$ cat src/hw/rtl/pupm_pkg.sv
// Shared types and constants for the parity UART poll master.
// Depends on nothing; every other file of the block refers to it.
`timescale 1ns / 1ps

package pupm_pkg;

  localparam int unsigned REPLY_MAX_DEF      = 64;
  localparam int unsigned TEST_REPLY_MAX_DEF = 96;
  localparam int unsigned QUEUE_DEPTH_DEF    = 4;

  localparam int unsigned TICK_W   = 20;
  localparam int unsigned NUM_REGS = 8;
  localparam int unsigned ADDR_W   = 5;

  localparam logic [TICK_W-1:0] TICK_MAX         = '1;
  localparam logic [TICK_W-1:0] TEST_CLOSE_DELAY = 20'd1000;

  // Register indexes
  localparam logic [2:0] REG_SETUP_HS_TO   = 3'd0;
  localparam logic [2:0] REG_REPLY_TO      = 3'd1;
  localparam logic [2:0] REG_BYTE_GAP      = 3'd2;
  localparam logic [2:0] REG_REQ_DELAY     = 3'd3;
  localparam logic [2:0] REG_POLL_DELAY    = 3'd4;
  localparam logic [2:0] REG_FINAL_DELAY   = 3'd5;
  localparam logic [2:0] REG_TEST_REPLY_TO = 3'd6;
  localparam logic [2:0] REG_TEST_GAP      = 3'd7;

  localparam logic [TICK_W-1:0] REG_RESET [NUM_REGS] = '{
    20'd5000, 20'd15000, 20'd2000, 20'd1400, 20'd1800, 20'd120, 20'd100000, 20'd4000
  };

  // Input commands
  localparam logic [1:0] CMD_START = 2'd0;
  localparam logic [1:0] CMD_RX    = 2'd1;
  localparam logic [1:0] CMD_TICK  = 2'd2;

  // Modes
  localparam logic [1:0] MODE_TEST  = 2'd0;
  localparam logic [1:0] MODE_SETUP = 2'd1;
  localparam logic [1:0] MODE_POLL  = 2'd2;

  // Result kinds
  localparam logic [1:0] KIND_TX   = 2'd0;
  localparam logic [1:0] KIND_DATA = 2'd1;
  localparam logic [1:0] KIND_DONE = 2'd2;

  // Status codes
  localparam logic [2:0] ST_OK        = 3'd0;
  localparam logic [2:0] ST_HS_TO     = 3'd1;
  localparam logic [2:0] ST_HS_BAD    = 3'd2;
  localparam logic [2:0] ST_ACK_TO    = 3'd3;
  localparam logic [2:0] ST_ACK_BAD   = 3'd4;
  localparam logic [2:0] ST_REPLY_TO  = 3'd5;
  localparam logic [2:0] ST_SHORT     = 3'd6;
  localparam logic [2:0] ST_LONG      = 3'd7;

  // Protocol bytes
  localparam logic [7:0] BYTE_WAKE    = 8'hC0;
  localparam logic [7:0] BYTE_ACK     = 8'h7F;
  localparam logic [7:0] BYTE_POLL    = 8'h20;
  localparam logic [7:0] BYTE_HS_OK   = 8'h00;
  localparam logic [7:0] REQ_B0       = 8'h00;
  localparam logic [7:0] REQ_B1       = 8'h04;
  localparam logic [7:0] REQ_B2       = 8'hC8;
  localparam logic [7:0] REQ_B4       = 8'hFF;
  localparam logic [7:0] REQ_SUM_BASE = 8'hCA; // low byte of 04+C8+FF+FF
  localparam logic [7:0] POLL_LEN     = 8'd13;

  localparam logic [2:0] REQ_LAST_BEAT = 3'd6;

  typedef enum logic [2:0] {
    JOB_TX    = 3'd0,
    JOB_DATA  = 3'd1,
    JOB_DONE  = 3'd2,
    JOB_REQ   = 3'd3,
    JOB_CLOSE = 3'd4
  } job_op_e;

  // One unit of work from the front end; the back end turns it into beats.
  typedef struct packed {
    job_op_e     op;
    logic [7:0]  byte_val;
    logic        par;
    logic [6:0]  idx;
    logic [2:0]  status;
    logic [15:0] volt;
    logic [15:0] curr;
  } job_t;

  typedef struct packed {
    logic [TICK_W-1:0] setup_hs_to;
    logic [TICK_W-1:0] reply_to;
    logic [TICK_W-1:0] byte_gap;
    logic [TICK_W-1:0] req_delay;
    logic [TICK_W-1:0] poll_delay;
    logic [TICK_W-1:0] final_delay;
    logic [TICK_W-1:0] test_reply_to;
    logic [TICK_W-1:0] test_gap;
  } cfg_t;

endpackage

$ cat src/hw/rtl/parity_uart_poll_master.sv
// Top level of the parity UART poll master: config registers, front, queue, back.
// Depends on pupm_pkg, pupm_front, pupm_queue and pupm_back.
`timescale 1ns / 1ps

// Channel  | Dir | Handshake              | Payload
// ---------+-----+------------------------+------------------------------------------
// in       | in  | in_valid_i/in_ready_o  | cmd, mode, request_code, rx_byte, parity
// out      | out | out_valid_o/out_ready_i| kind, tx/data bytes, index, status, V, I
// cfg      | in  | APB psel/penable       | eight 20-bit tick registers at 4*i
//
// Each input beat is taken on a handshake; the front updates the sequence state
// and queues at most one job. The back end drains one result beat per cycle unless
// the output stalls; a request job yields seven beats and a closing job two.
// in_ready_o drops only while the job queue is full; reset empties the queue,
// idles the sequence and loads the register defaults. A stalled output
// register never blocks the front until the queue fills.

module parity_uart_poll_master #(
  parameter int unsigned REPLY_MAX      = pupm_pkg::REPLY_MAX_DEF,
  parameter int unsigned TEST_REPLY_MAX = pupm_pkg::TEST_REPLY_MAX_DEF,
  parameter int unsigned QUEUE_DEPTH    = pupm_pkg::QUEUE_DEPTH_DEF
) (
  input  logic                        clk_i,
  input  logic                        rst_ni,
  input  logic                        psel,
  input  logic                        penable,
  input  logic                        pwrite,
  input  logic [pupm_pkg::ADDR_W-1:0] paddr,
  input  logic [31:0]                 pwdata,
  output logic [31:0]                 prdata,
  output logic                        pready,
  input  logic                        in_valid_i,
  output logic                        in_ready_o,
  input  logic [1:0]                  cmd_i,
  input  logic [1:0]                  mode_i,
  input  logic [7:0]                  request_code_i,
  input  logic [7:0]                  rx_byte_i,
  input  logic                        rx_parity_mark_i,
  output logic                        out_valid_o,
  input  logic                        out_ready_i,
  output logic [1:0]                  kind_o,
  output logic [7:0]                  tx_byte_o,
  output logic                        tx_parity_mark_o,
  output logic [7:0]                  data_byte_o,
  output logic [6:0]                  data_index_o,
  output logic [2:0]                  status_o,
  output logic [15:0]                 voltage_centi_o,
  output logic [15:0]                 current_centi_o,
  output logic                        last_o
);

  logic [pupm_pkg::TICK_W-1:0] reg_q [pupm_pkg::NUM_REGS];
  logic [2:0]                  reg_idx;
  logic                        cfg_wr, q_full, q_empty, push, pop, take;
  pupm_pkg::cfg_t              cfg;
  pupm_pkg::job_t              push_job, head_job;

  // Register file: write on the APB access phase
  assign pready  = 1'b1;
  assign reg_idx = paddr[pupm_pkg::ADDR_W-1:2];
  assign cfg_wr  = psel && penable && pwrite;
  assign prdata  = 32'(reg_q[reg_idx]);

  always_ff @(posedge clk_i or negedge rst_ni) begin
    if (!rst_ni) begin
      reg_q <= pupm_pkg::REG_RESET;
    end else if (cfg_wr) begin
      reg_q[reg_idx] <= pwdata[pupm_pkg::TICK_W-1:0];
    end
  end

  assign cfg.setup_hs_to   = reg_q[pupm_pkg::REG_SETUP_HS_TO];
  assign cfg.reply_to      = reg_q[pupm_pkg::REG_REPLY_TO];
  assign cfg.byte_gap      = reg_q[pupm_pkg::REG_BYTE_GAP];
  assign cfg.req_delay     = reg_q[pupm_pkg::REG_REQ_DELAY];
  assign cfg.poll_delay    = reg_q[pupm_pkg::REG_POLL_DELAY];
  assign cfg.final_delay   = reg_q[pupm_pkg::REG_FINAL_DELAY];
  assign cfg.test_reply_to = reg_q[pupm_pkg::REG_TEST_REPLY_TO];
  assign cfg.test_gap      = reg_q[pupm_pkg::REG_TEST_GAP];

  // Hold the input while the queue has no room for a job
  assign in_ready_o = !q_full;
  assign take       = in_valid_i && in_ready_o;

  pupm_front #(
    .REPLY_MAX      (REPLY_MAX),
    .TEST_REPLY_MAX (TEST_REPLY_MAX)
  ) u_front (
    .clk_i            (clk_i),
    .rst_ni           (rst_ni),
    .cfg_i            (cfg),
    .take_i           (take),
    .cmd_i            (cmd_i),
    .mode_i           (mode_i),
    .request_code_i   (request_code_i),
    .rx_byte_i        (rx_byte_i),
    .rx_parity_mark_i (rx_parity_mark_i),
    .push_o           (push),
    .job_o            (push_job)
  );

  pupm_queue #(
    .DEPTH (QUEUE_DEPTH)
  ) u_queue (
    .clk_i      (clk_i),
    .rst_ni     (rst_ni),
    .push_i     (push),
    .push_job_i (push_job),
    .pop_i      (pop),
    .head_o     (head_job),
    .empty_o    (q_empty),
    .full_o     (q_full)
  );

  pupm_back u_back (
    .clk_i            (clk_i),
    .rst_ni           (rst_ni),
    .head_i           (head_job),
    .empty_i          (q_empty),
    .pop_o            (pop),
    .out_valid_o      (out_valid_o),
    .out_ready_i      (out_ready_i),
    .kind_o           (kind_o),
    .tx_byte_o        (tx_byte_o),
    .tx_parity_mark_o (tx_parity_mark_o),
    .data_byte_o      (data_byte_o),
    .data_index_o     (data_index_o),
    .status_o         (status_o),
    .voltage_centi_o  (voltage_centi_o),
    .current_centi_o  (current_centi_o),
    .last_o           (last_o)
  );

  // A job only comes from an accepted beat, and never into a full queue
  a_push_only_on_take: assert property (@(posedge clk_i) disable iff (!rst_ni)
    push |-> (take && !q_full)) else $error("job pushed without an accepted beat");

  // A finished beat always closes its input's results
  a_done_is_last: assert property (@(posedge clk_i) disable iff (!rst_ni)
    (out_valid_o && kind_o == pupm_pkg::KIND_DONE) |-> last_o)
    else $error("finish beat not marked last");

  // Captured bytes carry no status or measurement
  a_data_clean: assert property (@(posedge clk_i) disable iff (!rst_ni)
    (out_valid_o && kind_o == pupm_pkg::KIND_DATA) |->
      (status_o == pupm_pkg::ST_OK && voltage_centi_o == 16'd0))
    else $error("captured byte carries stray fields");

  // Pop only when a job is present
  a_pop_nonempty: assert property (@(posedge clk_i) disable iff (!rst_ni)
    pop |-> !q_empty) else $error("pop from empty job queue");

endmodule

$ cat src/hw/rtl/pupm_queue.sv
// Small job queue between the front and back ends of the poll master.
// Depends on pupm_pkg for the job type.
`timescale 1ns / 1ps

module pupm_queue #(
  parameter int unsigned DEPTH = pupm_pkg::QUEUE_DEPTH_DEF
) (
  input  logic           clk_i,
  input  logic           rst_ni,
  input  logic           push_i,
  input  pupm_pkg::job_t push_job_i,
  input  logic           pop_i,
  output pupm_pkg::job_t head_o,
  output logic           empty_o,
  output logic           full_o
);

  localparam int unsigned PTR_W = (DEPTH > 1) ? $clog2(DEPTH) : 1;
  localparam int unsigned CNT_W = $clog2(DEPTH + 1);

  pupm_pkg::job_t    mem_q [DEPTH];
  logic [PTR_W-1:0]  wr_ptr_q, wr_ptr_d, rd_ptr_q, rd_ptr_d;
  logic [CNT_W-1:0]  cnt_q, cnt_d;
  logic              do_push, do_pop;

  assign empty_o = (cnt_q == '0);
  assign full_o  = (cnt_q == CNT_W'(DEPTH));
  assign head_o  = mem_q[rd_ptr_q];
  assign do_push = push_i && !full_o;
  assign do_pop  = pop_i && !empty_o;

  always_comb begin
    wr_ptr_d = wr_ptr_q;
    rd_ptr_d = rd_ptr_q;
    cnt_d    = cnt_q;
    if (do_push) begin
      wr_ptr_d = (wr_ptr_q == PTR_W'(DEPTH - 1)) ? '0 : wr_ptr_q + 1'b1;
    end
    if (do_pop) begin
      rd_ptr_d = (rd_ptr_q == PTR_W'(DEPTH - 1)) ? '0 : rd_ptr_q + 1'b1;
    end
    if (do_push && !do_pop) begin
      cnt_d = cnt_q + 1'b1;
    end else if (do_pop && !do_push) begin
      cnt_d = cnt_q - 1'b1;
    end
  end

  always_ff @(posedge clk_i or negedge rst_ni) begin
    if (!rst_ni) begin
      wr_ptr_q <= '0;
      rd_ptr_q <= '0;
      cnt_q    <= '0;
    end else begin
      wr_ptr_q <= wr_ptr_d;
      rd_ptr_q <= rd_ptr_d;
      cnt_q    <= cnt_d;
    end
  end

  always_ff @(posedge clk_i) begin
    if (do_push) begin
      mem_q[wr_ptr_q] <= push_job_i;
    end
  end

endmodule

$ cat src/hw/rtl/pupm_front.sv
// Front end: accepts commands, runs the exchange state machine and queues jobs.
// Depends on pupm_pkg.
`timescale 1ns / 1ps

module pupm_front #(
  parameter int unsigned REPLY_MAX      = pupm_pkg::REPLY_MAX_DEF,
  parameter int unsigned TEST_REPLY_MAX = pupm_pkg::TEST_REPLY_MAX_DEF
) (
  input  logic           clk_i,
  input  logic           rst_ni,
  input  pupm_pkg::cfg_t cfg_i,
  input  logic           take_i,
  input  logic [1:0]     cmd_i,
  input  logic [1:0]     mode_i,
  input  logic [7:0]     request_code_i,
  input  logic [7:0]     rx_byte_i,
  input  logic           rx_parity_mark_i,
  output logic           push_o,
  output pupm_pkg::job_t job_o
);

  typedef enum logic [7:0] {
    PH_IDLE        = 8'b0000_0001,
    PH_HS_WAIT     = 8'b0000_0010,
    PH_REQ_DELAY   = 8'b0000_0100,
    PH_ACK_WAIT    = 8'b0000_1000,
    PH_POLL_DELAY  = 8'b0001_0000,
    PH_FIRST_WAIT  = 8'b0010_0000,
    PH_COLLECT     = 8'b0100_0000,
    PH_FINAL_DELAY = 8'b1000_0000
  } phase_e;

  localparam logic [7:0] LIM_MAIN = 8'(REPLY_MAX);
  localparam logic [7:0] LIM_TEST = 8'(TEST_REPLY_MAX);

  phase_e                      phase_q, phase_d;
  logic [1:0]                  mode_q, mode_d;
  logic [7:0]                  code_q, code_d;
  logic [pupm_pkg::TICK_W-1:0] el_q, el_d, el_inc, thr;
  logic [7:0]                  cnt_q, cnt_d, cnt_inc;
  logic [15:0]                 volt_q, volt_d, curr_q, curr_d;
  logic                        is_test, is_poll, reached;
  logic [2:0]                  close_st;

  assign is_test = (mode_q == pupm_pkg::MODE_TEST);
  assign is_poll = (mode_q == pupm_pkg::MODE_POLL);
  assign el_inc  = (el_q == pupm_pkg::TICK_MAX) ? el_q : el_q + 1'b1;
  assign cnt_inc = cnt_q + 1'b1;

  // Threshold for the current wait
  always_comb begin
    case (phase_q)
      PH_HS_WAIT:     thr = (mode_q == pupm_pkg::MODE_SETUP) ? cfg_i.setup_hs_to
                                                             : cfg_i.reply_to;
      PH_REQ_DELAY:   thr = cfg_i.req_delay;
      PH_ACK_WAIT:    thr = cfg_i.reply_to;
      PH_POLL_DELAY:  thr = cfg_i.poll_delay;
      PH_FIRST_WAIT:  thr = is_test ? cfg_i.test_reply_to : cfg_i.reply_to;
      PH_COLLECT:     thr = is_test ? cfg_i.test_gap : cfg_i.byte_gap;
      PH_FINAL_DELAY: thr = is_test ? pupm_pkg::TEST_CLOSE_DELAY : cfg_i.final_delay;
      default:        thr = '0;
    endcase
  end
  assign reached = (el_inc >= thr);

  always_comb begin
    close_st = pupm_pkg::ST_OK;
    if (mode_q == pupm_pkg::MODE_SETUP && cnt_q > 8'd1) begin
      close_st = pupm_pkg::ST_LONG;
    end
    if (is_poll) begin
      if (cnt_q < pupm_pkg::POLL_LEN) begin
        close_st = pupm_pkg::ST_SHORT;
      end else if (cnt_q > pupm_pkg::POLL_LEN) begin
        close_st = pupm_pkg::ST_LONG;
      end
    end
  end

  always_comb begin
    phase_d = phase_q;
    mode_d  = mode_q;
    code_d  = code_q;
    el_d    = el_q;
    cnt_d   = cnt_q;
    volt_d  = volt_q;
    curr_d  = curr_q;
    push_o  = 1'b0;
    job_o   = '0;
    if (take_i) begin
      case (cmd_i)
        pupm_pkg::CMD_START: begin
          if (phase_q == PH_IDLE && mode_i != 2'd3) begin
            mode_d       = mode_i;
            code_d       = request_code_i;
            el_d         = '0;
            cnt_d        = '0;
            volt_d       = '0;
            curr_d       = '0;
            push_o       = 1'b1;
            job_o.op     = pupm_pkg::JOB_TX;
            job_o.par    = 1'b1;
            if (mode_i == pupm_pkg::MODE_TEST) begin
              phase_d        = PH_FIRST_WAIT;
              job_o.byte_val = request_code_i;
            end else begin
              phase_d        = PH_HS_WAIT;
              job_o.byte_val = pupm_pkg::BYTE_WAKE;
            end
          end
        end
        pupm_pkg::CMD_RX: begin
          case (phase_q)
            PH_HS_WAIT: begin
              el_d = '0;
              if (rx_byte_i != pupm_pkg::BYTE_HS_OK || rx_parity_mark_i) begin
                phase_d      = PH_IDLE;
                push_o       = 1'b1;
                job_o.op     = pupm_pkg::JOB_DONE;
                job_o.status = pupm_pkg::ST_HS_BAD;
              end else begin
                phase_d = PH_REQ_DELAY;
              end
            end
            PH_ACK_WAIT: begin
              el_d = '0;
              if (rx_byte_i != pupm_pkg::BYTE_ACK || rx_parity_mark_i) begin
                phase_d      = PH_IDLE;
                push_o       = 1'b1;
                job_o.op     = pupm_pkg::JOB_DONE;
                job_o.status = pupm_pkg::ST_ACK_BAD;
              end else begin
                phase_d = PH_POLL_DELAY;
              end
            end
            PH_FIRST_WAIT, PH_COLLECT: begin
              push_o         = 1'b1;
              job_o.op       = pupm_pkg::JOB_DATA;
              job_o.byte_val = rx_byte_i;
              job_o.idx      = cnt_q[6:0];
              if (is_poll) begin
                if (cnt_q == 8'd8)  volt_d[15:8] = rx_byte_i;
                if (cnt_q == 8'd9)  volt_d[7:0]  = rx_byte_i;
                if (cnt_q == 8'd10) curr_d[15:8] = rx_byte_i;
                if (cnt_q == 8'd11) curr_d[7:0]  = rx_byte_i;
              end
              cnt_d   = cnt_inc;
              el_d    = '0;
              phase_d = (cnt_inc >= (is_test ? LIM_TEST : LIM_MAIN)) ? PH_FINAL_DELAY
                                                                     : PH_COLLECT;
            end
            default: begin
            end
          endcase
        end
        pupm_pkg::CMD_TICK: begin
          if (phase_q != PH_IDLE) begin
            el_d = el_inc;
            if (reached) begin
              el_d = '0;
              case (phase_q)
                PH_HS_WAIT: begin
                  phase_d      = PH_IDLE;
                  push_o       = 1'b1;
                  job_o.op     = pupm_pkg::JOB_DONE;
                  job_o.status = pupm_pkg::ST_HS_TO;
                end
                PH_REQ_DELAY: begin
                  phase_d        = PH_ACK_WAIT;
                  push_o         = 1'b1;
                  job_o.op       = pupm_pkg::JOB_REQ;
                  job_o.byte_val = code_q;
                end
                PH_ACK_WAIT: begin
                  phase_d      = PH_IDLE;
                  push_o       = 1'b1;
                  job_o.op     = pupm_pkg::JOB_DONE;
                  job_o.status = pupm_pkg::ST_ACK_TO;
                end
                PH_POLL_DELAY: begin
                  phase_d        = PH_FIRST_WAIT;
                  push_o         = 1'b1;
                  job_o.op       = pupm_pkg::JOB_TX;
                  job_o.byte_val = pupm_pkg::BYTE_POLL;
                  job_o.par      = 1'b1;
                end
                PH_FIRST_WAIT: begin
                  phase_d      = PH_IDLE;
                  push_o       = 1'b1;
                  job_o.op     = pupm_pkg::JOB_DONE;
                  job_o.status = pupm_pkg::ST_REPLY_TO;
                end
                PH_COLLECT: begin
                  phase_d = PH_FINAL_DELAY;
                end
                PH_FINAL_DELAY: begin
                  phase_d      = PH_IDLE;
                  push_o       = 1'b1;
                  job_o.op     = pupm_pkg::JOB_CLOSE;
                  job_o.status = close_st;
                  if (is_poll && close_st == pupm_pkg::ST_OK) begin
                    job_o.volt = volt_q;
                    job_o.curr = curr_q;
                  end
                end
                default: begin
                  phase_d = PH_IDLE;
                end
              endcase
            end
          end
        end
        default: begin
        end
      endcase
    end
  end

  always_ff @(posedge clk_i or negedge rst_ni) begin
    if (!rst_ni) begin
      phase_q <= PH_IDLE;
      mode_q  <= '0;
      code_q  <= '0;
      el_q    <= '0;
      cnt_q   <= '0;
      volt_q  <= '0;
      curr_q  <= '0;
    end else begin
      phase_q <= phase_d;
      mode_q  <= mode_d;
      code_q  <= code_d;
      el_q    <= el_d;
      cnt_q   <= cnt_d;
      volt_q  <= volt_d;
      curr_q  <= curr_d;
    end
  end

endmodule

$ cat src/hw/rtl/pupm_back.sv
// Back end: expands queued jobs into result beats behind an output register.
// Depends on pupm_pkg.
`timescale 1ns / 1ps

module pupm_back (
  input  logic           clk_i,
  input  logic           rst_ni,
  input  pupm_pkg::job_t head_i,
  input  logic           empty_i,
  output logic           pop_o,
  output logic           out_valid_o,
  input  logic           out_ready_i,
  output logic [1:0]     kind_o,
  output logic [7:0]     tx_byte_o,
  output logic           tx_parity_mark_o,
  output logic [7:0]     data_byte_o,
  output logic [6:0]     data_index_o,
  output logic [2:0]     status_o,
  output logic [15:0]    voltage_centi_o,
  output logic [15:0]    current_centi_o,
  output logic           last_o
);

  logic [2:0]  beat_q, beat_d;
  logic        valid_q, valid_d, load, beat_last;
  logic [1:0]  kind_n;
  logic [7:0]  tx_n, data_n;
  logic        par_n;
  logic [6:0]  idx_n;
  logic [2:0]  st_n;
  logic [15:0] v_n, c_n;
  logic [1:0]  kind_q;
  logic [7:0]  tx_q, data_q;
  logic        par_q, last_q;
  logic [6:0]  idx_q;
  logic [2:0]  st_q;
  logic [15:0] v_q, c_q;

  assign load = !empty_i && (!valid_q || out_ready_i);

  // Build the beat selected by the beat counter
  always_comb begin
    kind_n    = pupm_pkg::KIND_TX;
    tx_n      = '0;
    par_n     = 1'b0;
    data_n    = '0;
    idx_n     = '0;
    st_n      = '0;
    v_n       = '0;
    c_n       = '0;
    beat_last = 1'b1;
    case (head_i.op)
      pupm_pkg::JOB_TX: begin
        tx_n  = head_i.byte_val;
        par_n = head_i.par;
      end
      pupm_pkg::JOB_DATA: begin
        kind_n = pupm_pkg::KIND_DATA;
        data_n = head_i.byte_val;
        idx_n  = head_i.idx;
      end
      pupm_pkg::JOB_DONE: begin
        kind_n = pupm_pkg::KIND_DONE;
        st_n   = head_i.status;
      end
      pupm_pkg::JOB_REQ: begin
        beat_last = (beat_q == pupm_pkg::REQ_LAST_BEAT);
        case (beat_q)
          3'd0:    tx_n = pupm_pkg::REQ_B0;
          3'd1:    tx_n = pupm_pkg::REQ_B1;
          3'd2:    tx_n = pupm_pkg::REQ_B2;
          3'd3:    tx_n = head_i.byte_val;
          3'd4:    tx_n = pupm_pkg::REQ_B4;
          3'd5:    tx_n = pupm_pkg::REQ_B4;
          default: tx_n = head_i.byte_val + pupm_pkg::REQ_SUM_BASE;
        endcase
      end
      pupm_pkg::JOB_CLOSE: begin
        if (beat_q == 3'd0) begin
          beat_last = 1'b0;
          tx_n      = pupm_pkg::BYTE_ACK;
        end else begin
          kind_n = pupm_pkg::KIND_DONE;
          st_n   = head_i.status;
          v_n    = head_i.volt;
          c_n    = head_i.curr;
        end
      end
      default: begin
      end
    endcase
  end

  assign pop_o = load && beat_last;

  always_comb begin
    beat_d  = beat_q;
    valid_d = valid_q;
    if (load) begin
      valid_d = 1'b1;
      beat_d  = beat_last ? 3'd0 : beat_q + 1'b1;
    end else if (out_ready_i) begin
      valid_d = 1'b0;
    end
  end

  always_ff @(posedge clk_i or negedge rst_ni) begin
    if (!rst_ni) begin
      beat_q  <= '0;
      valid_q <= 1'b0;
    end else begin
      beat_q  <= beat_d;
      valid_q <= valid_d;
    end
  end

  always_ff @(posedge clk_i) begin
    if (load) begin
      kind_q <= kind_n;
      tx_q   <= tx_n;
      par_q  <= par_n;
      data_q <= data_n;
      idx_q  <= idx_n;
      st_q   <= st_n;
      v_q    <= v_n;
      c_q    <= c_n;
      last_q <= beat_last;
    end
  end

  assign out_valid_o      = valid_q;
  assign kind_o           = kind_q;
  assign tx_byte_o        = tx_q;
  assign tx_parity_mark_o = par_q;
  assign data_byte_o      = data_q;
  assign data_index_o     = idx_q;
  assign status_o         = st_q;
  assign voltage_centi_o  = v_q;
  assign current_centi_o  = c_q;
  assign last_o           = last_q;

endmodule
$ cat config.mk
export PLATFORM = sky130hd
export DESIGN_NAME = parity_uart_poll_master
export DESIGN_NICKNAME = d
export VERILOG_FILES = /design/src/hw/rtl/pupm_pkg.sv /design/src/hw/rtl/parity_uart_poll_master.sv /design/src/hw/rtl/pupm_queue.sv /design/src/hw/rtl/pupm_front.sv /design/src/hw/rtl/pupm_back.sv
export SDC_FILE = /design/constraint.sdc
export NUM_CORES = 1
export LEC_CHECK = 0
export BUFFER_PORTS_ARGS = -buffer_cell sky130_fd_sc_hd__buf_2
export CAP_MARGIN = 25
export CELL_PAD_IN_SITES_DETAIL_PLACEMENT = 1
export CELL_PAD_IN_SITES_GLOBAL_PLACEMENT = 1
export CORE_ASPECT_RATIO = 2
export CORE_UTILIZATION = 55
export DETAILED_ROUTE_END_ITERATION = 7
export PLACE_DENSITY_LB_ADDON = 0.08
export SETUP_SLACK_MARGIN = 0.5
export SYNTH_ARGS = -nofsm -noshare
export SYNTH_HDL_FRONTEND = slang
export SYNTH_SLANG_ARGS = --single-unit
$ cat constraint.sdc
create_clock -name clk_i -period 20.5 [get_ports clk_i]
set_input_delay 2.05 -clock clk_i [delete_from_list [all_inputs] [get_ports clk_i]]
set_output_delay 2.05 -clock clk_i [all_outputs]
set_load 0.005 [all_outputs]
==> summary.txt <==
Critical path
  – CP max stage cell: nand3_1
  – CP bufs+invs: 6
  – CP Launch Type: flop
  – Worst-path cell chain: or2_2, inv_1, buf_4, nand3_1, nor2_1, a221oi_1, o21ai_0, a221oi_1, ha_1, and3_1, a221o_1, a221oi_1, o21ai_0, buf_4, a41oi_1, buf_4, inv_1, ha_1, inv_1, fa_1, mux2_2
  – R2r setup slk: ~14 ns
  – Critical path type: reg -> reg
  – Worst reg2reg path startpoint: u_front.mode_q[0]$_DFFE_PN0P_
  – R2R cell count: 21
  – Reg2reg end: u_queue.cnt_q[1]$_DFFE_PN0P_
  – Cell family with most CP delay: compound AO/OA/AOI/OAI gates
  – CP max FO: 29
  – Worst EP required: approximately 21 ns
  – Setup crit end kind: flop
  – Slowest stage delay, CP: ~0.70 ns
  – Arrival @ worst endpoint: 7.08 ns

Synthesis
  – Synth area leader: edfxtp_1
  – Cell count after synthesis: approximately 1.8k
  – FF+latch count, synth: 527
  – Synth Area in XOR/XNOR: 0.00787
  – Post-Syn Area per Cell: approximately 14 µm²
  – Area contributors post-synth: edfxtp_1 (34%), dfrtp_1 (21%), mux2_2 (9.9%), mux4_2 (5.0%), dfstp_2 (4.8%)
  – Main combinational cell family by area after synthesis: multiplexers
  – Number of synthesized flops with an enable pin: between 200 and 300
  – Complex-gate fraction of the synthesized area: 0.0987
  – Fraction of registers with async set/reset: 0.472
  – Post-Synth Adder-Cell Area: 0.0233
  – Yosys warns: 0
  – Main flop type after synthesis: edfxtp_1
  – Simple-gate share of the synthesized area: 0.0993
  – Netlist cell types: between 70 and 80
  – Mux share of post-synthesis cell area: 0.149
  – Yosys top cell area share: 0.341
  – Post-synthesis sequential area ratio: 0.598
  – Post-Syn Area: between 20000 and 25000 µm²

Global route
  – Largest net degree at the start of global routing: 124
  – Initial antenna violation count: 2
  – Vias in the first global route: between 15k and 20k
  – Global route overflow: 0
  – GRT Total Usage: 0.309
  – Global-route wire length before repair: about 100000 µm

Power
  – Pwr dens: 117 nW/µm²
  – Gate power share: 0.266
  – Clk network pwr share: 0.288
  – Switching share of power: 0.315
  – Sequential power share: 0.446
  – Worst vdd ir: ~0.000094 V
  – Psw: around 1000 µW
  – LEAKAGE: 0.0105 µW
  – P_int: 2190 µW

Route
  – Remaining DRCs: 0
  – WL/cell: approximately 27 µm
  – Detailed Route Iter0 Violations: 945
  – Routed Antenna Nets: 0
  – Vias/cell: approximately 6.5
  – Drt first pass iters: 5
  – Vias: between 15k and 20k
  – WL final: about 68000 µm

Die
  – Initial Utilization: 0.556
  – Die area: between 40000 and 50000 µm²
  – Chip height: 300 µm
  – Top Ports: 162
  – Core area: between 40000 and 50000 µm²
  – Row count: roughly 110
  – Die width: between 150 and 200 µm

Layout
  – Area growth, synth to finish: 12.0%
  – Layout cell share with drive strength beyond 1: 0.304
  – Most common cell after layout, fill and taps aside: edfxtp_1
  – Fillers: roughly 4.2k
  – Most frequent cells in the layout: edfxtp_1 (278), mux2_2 (215), dfrtp_1 (202)
  – # nets final: 2024

STA
  – Final setup vio count: 0
  – RSZ-0062 raised after global routing: no
  – Final hold vios: 0
  – Final Max Tran Viols: 0
  – Fmax: between 150 and 200 MHz
  – Final clock skew: 0.0126 ns
  – Fin crit period: around 6.6 ns
  – Final TNS setup: 0 ns
  – Fin crit share: 0.323
  – Worst slew pin tran: a little under 1 ns
  – Worst slew margin: 0.351
  – Setup WS post-layout: roughly 14 ns

Clock tree
  – CTS-repair resized insts: 0
  – TritonCTS sink count: ~530
  – TritonCTS clock tree: done
  – Hold-fix buffers, CTS: 0
  – Clk pin slew, worst setup/hold paths: around 0.070 ns
  – H-tree levels: 2
  – Num CTS Buffers: between 40 and 50
  – Root Driver: clkbuf_16
  – Worst-Skew Late Latency: between 0.5 and 0.6 ns
  – Clk buf depth: 3
  – Setup Fix Bufs, Post-CTS: 0

Min path
  – WHS Path Cells: 1
  – HP Class: reg -> reg
  – Hold EP: u_queue.cnt_q[2]$_DFFE_PN0P_
  – Worst Hold Launch: u_queue.cnt_q[2]$_DFFE_PN0P_

Placed design
  – PortBufs: roughly 130
  – Pre-CTS setup slack: approximately 14 ns
  – RePlAce Congestion: roughly 0.86
  – Dpl hpwl: 46100 µm

Run status
  – Run status: completed

Flow run
  – Max-Cap Viols: 0
## layer usage
layer | GRT usage | vias up | wire [µm]
met3 | 0.0439 | 248 | 3040
li1 | - | 7106 | -
met1 | 0.322 | 8369 | 23200
met4 | 0.200 | 2 | 4680
met2 | 0.567 | 570 | 37000
met5 | 0 | - | 11
## flip-flops by register name, summed over array words and instances, names as in the netlist, 7 cells and up
register / flops
u_queue.mem_q: 216
cfg: 160
u_front.el_q: 20
u_back.current_centi_o: 16
u_back.voltage_centi_o: 16
u_front.curr_q: 16
u_front.volt_q: 16
u_back.data_byte_o: 8
u_back.tx_byte_o: 8
u_front.cnt_q: 8
u_front.code_q: 8
u_front.phase_q: 8
u_back.data_index_o: 7
## cell families (layout without fill, tap and decap cells)
logic type                 after synthesis  count (layout)
buffers and inverters                  143             280
AOI/OAI and AO/OA                      349             349
other                                    2              14
muxes                                  269             269
DFF                                    527             527
xor gates and xnor gates                22              22
and+or+nand+nor                        446             446
adders and majority gates               45              45
## cell usage after synthesis, drive strengths merged (3+ instances only)
cell type / count
a22oi: 123
edfxtp: 278
mux4: 54
and3b: 3
buf: 40
nand2: 86
a31oi: 8
o21ai: 59
o2bb2ai: 3
xnor2: 15
a22o: 14
a21o: 7
xor2: 7
a31o: 3
and3: 36
nor2: 61
o31ai: 3
or2: 3
o211ai: 4
nand3: 32
nor2b: 56
nand4: 40
and2: 53
dfrtp: 204
a41o: 4
nor4: 11
or4: 5
inv: 27
nor3b: 6
nand2b: 11
o21a: 4
mux2: 215
dfstp: 45
and4: 3
a211o: 3
nand3b: 4
clkbuf: 76
nor3: 26
ha: 44
a21oi: 65
a221oi: 21
o22ai: 6
a221o: 5
## layout make-up
cell class,instances,area [µm²],share of cell area
sequential,527,14600,0.534
multi-input combinational,1144,9410,0.343
clock buffer,67,1360,0.0496
timing repair buffer,169,970,0.0354
tap,555,694,0.0253
clock inverter,17,249,0.00908
inverter,27,101,0.00370
antenna,1,2.50,0.0000912
## stage by stage
step                instance area, µm²   util  power [µW]  hold slack (ns)  cells
floorplan                        24500      -        1960            0.457   1814
global placement                 25800  0.585        2250            0.466   2420
detailed placement               25800  0.586        2300            0.481   2421
CTS                              27400  0.622        3220            0.492   2505
global route                     27400  0.622        3340            0.517   2506
finish                           27400  0.623        3200            0.493   2507
## power groups by stage
stage | sequential (µW) | combinational [µW] | clock (µW)
floorplan | 1400 | 557 | 0
global placement | 1430 | 815 | 0
detailed placement | 1450 | 849 | 0
CTS | 1430 | 855 | 936
global route | 1450 | 920 | 971
finish | 1430 | 851 | 922
## worst max path at each step
stage / start / end / cells after the start
after floorplan: u_front.phase_q[2]$_DFFE_PN0P_ / u_queue.mem_q[0][0]$_DFFE_PP_ / 16
after global placement: u_front.mode_q[0]$_DFFE_PN0P_ / u_queue.cnt_q[1]$_DFFE_PN0P_ / 21
after detailed placement: u_front.mode_q[0]$_DFFE_PN0P_ / u_queue.cnt_q[1]$_DFFE_PN0P_ / 21
after CTS: u_front.mode_q[0]$_DFFE_PN0P_ / u_queue.cnt_q[1]$_DFFE_PN0P_ / 21
after global routing: u_front.phase_q[2]$_DFFE_PN0P_ / u_queue.cnt_q[1]$_DFFE_PN0P_ / 18
final: u_front.mode_q[0]$_DFFE_PN0P_ / u_queue.cnt_q[1]$_DFFE_PN0P_ / 21
## worst register-to-register path: stages (launching register included)
cell and delay (ns):
dfrtp_1 0.54, or2_2 0.39, inv_1 0.08, buf_4 0.28, nand3_1 0.72, nor2_1 0.12
a221oi_1 0.27, o21ai_0 0.14, a221oi_1 0.70, ha_1 0.37, and3_1 0.18, a221o_1 0.34
a221oi_1 0.41, o21ai_0 0.23, buf_4 0.25, a41oi_1 0.22, buf_4 0.25, inv_1 0.07
ha_1 0.21, inv_1 0.07, fa_1 0.40, mux2_2 0.27
Power figures use the tool's default switching activity.
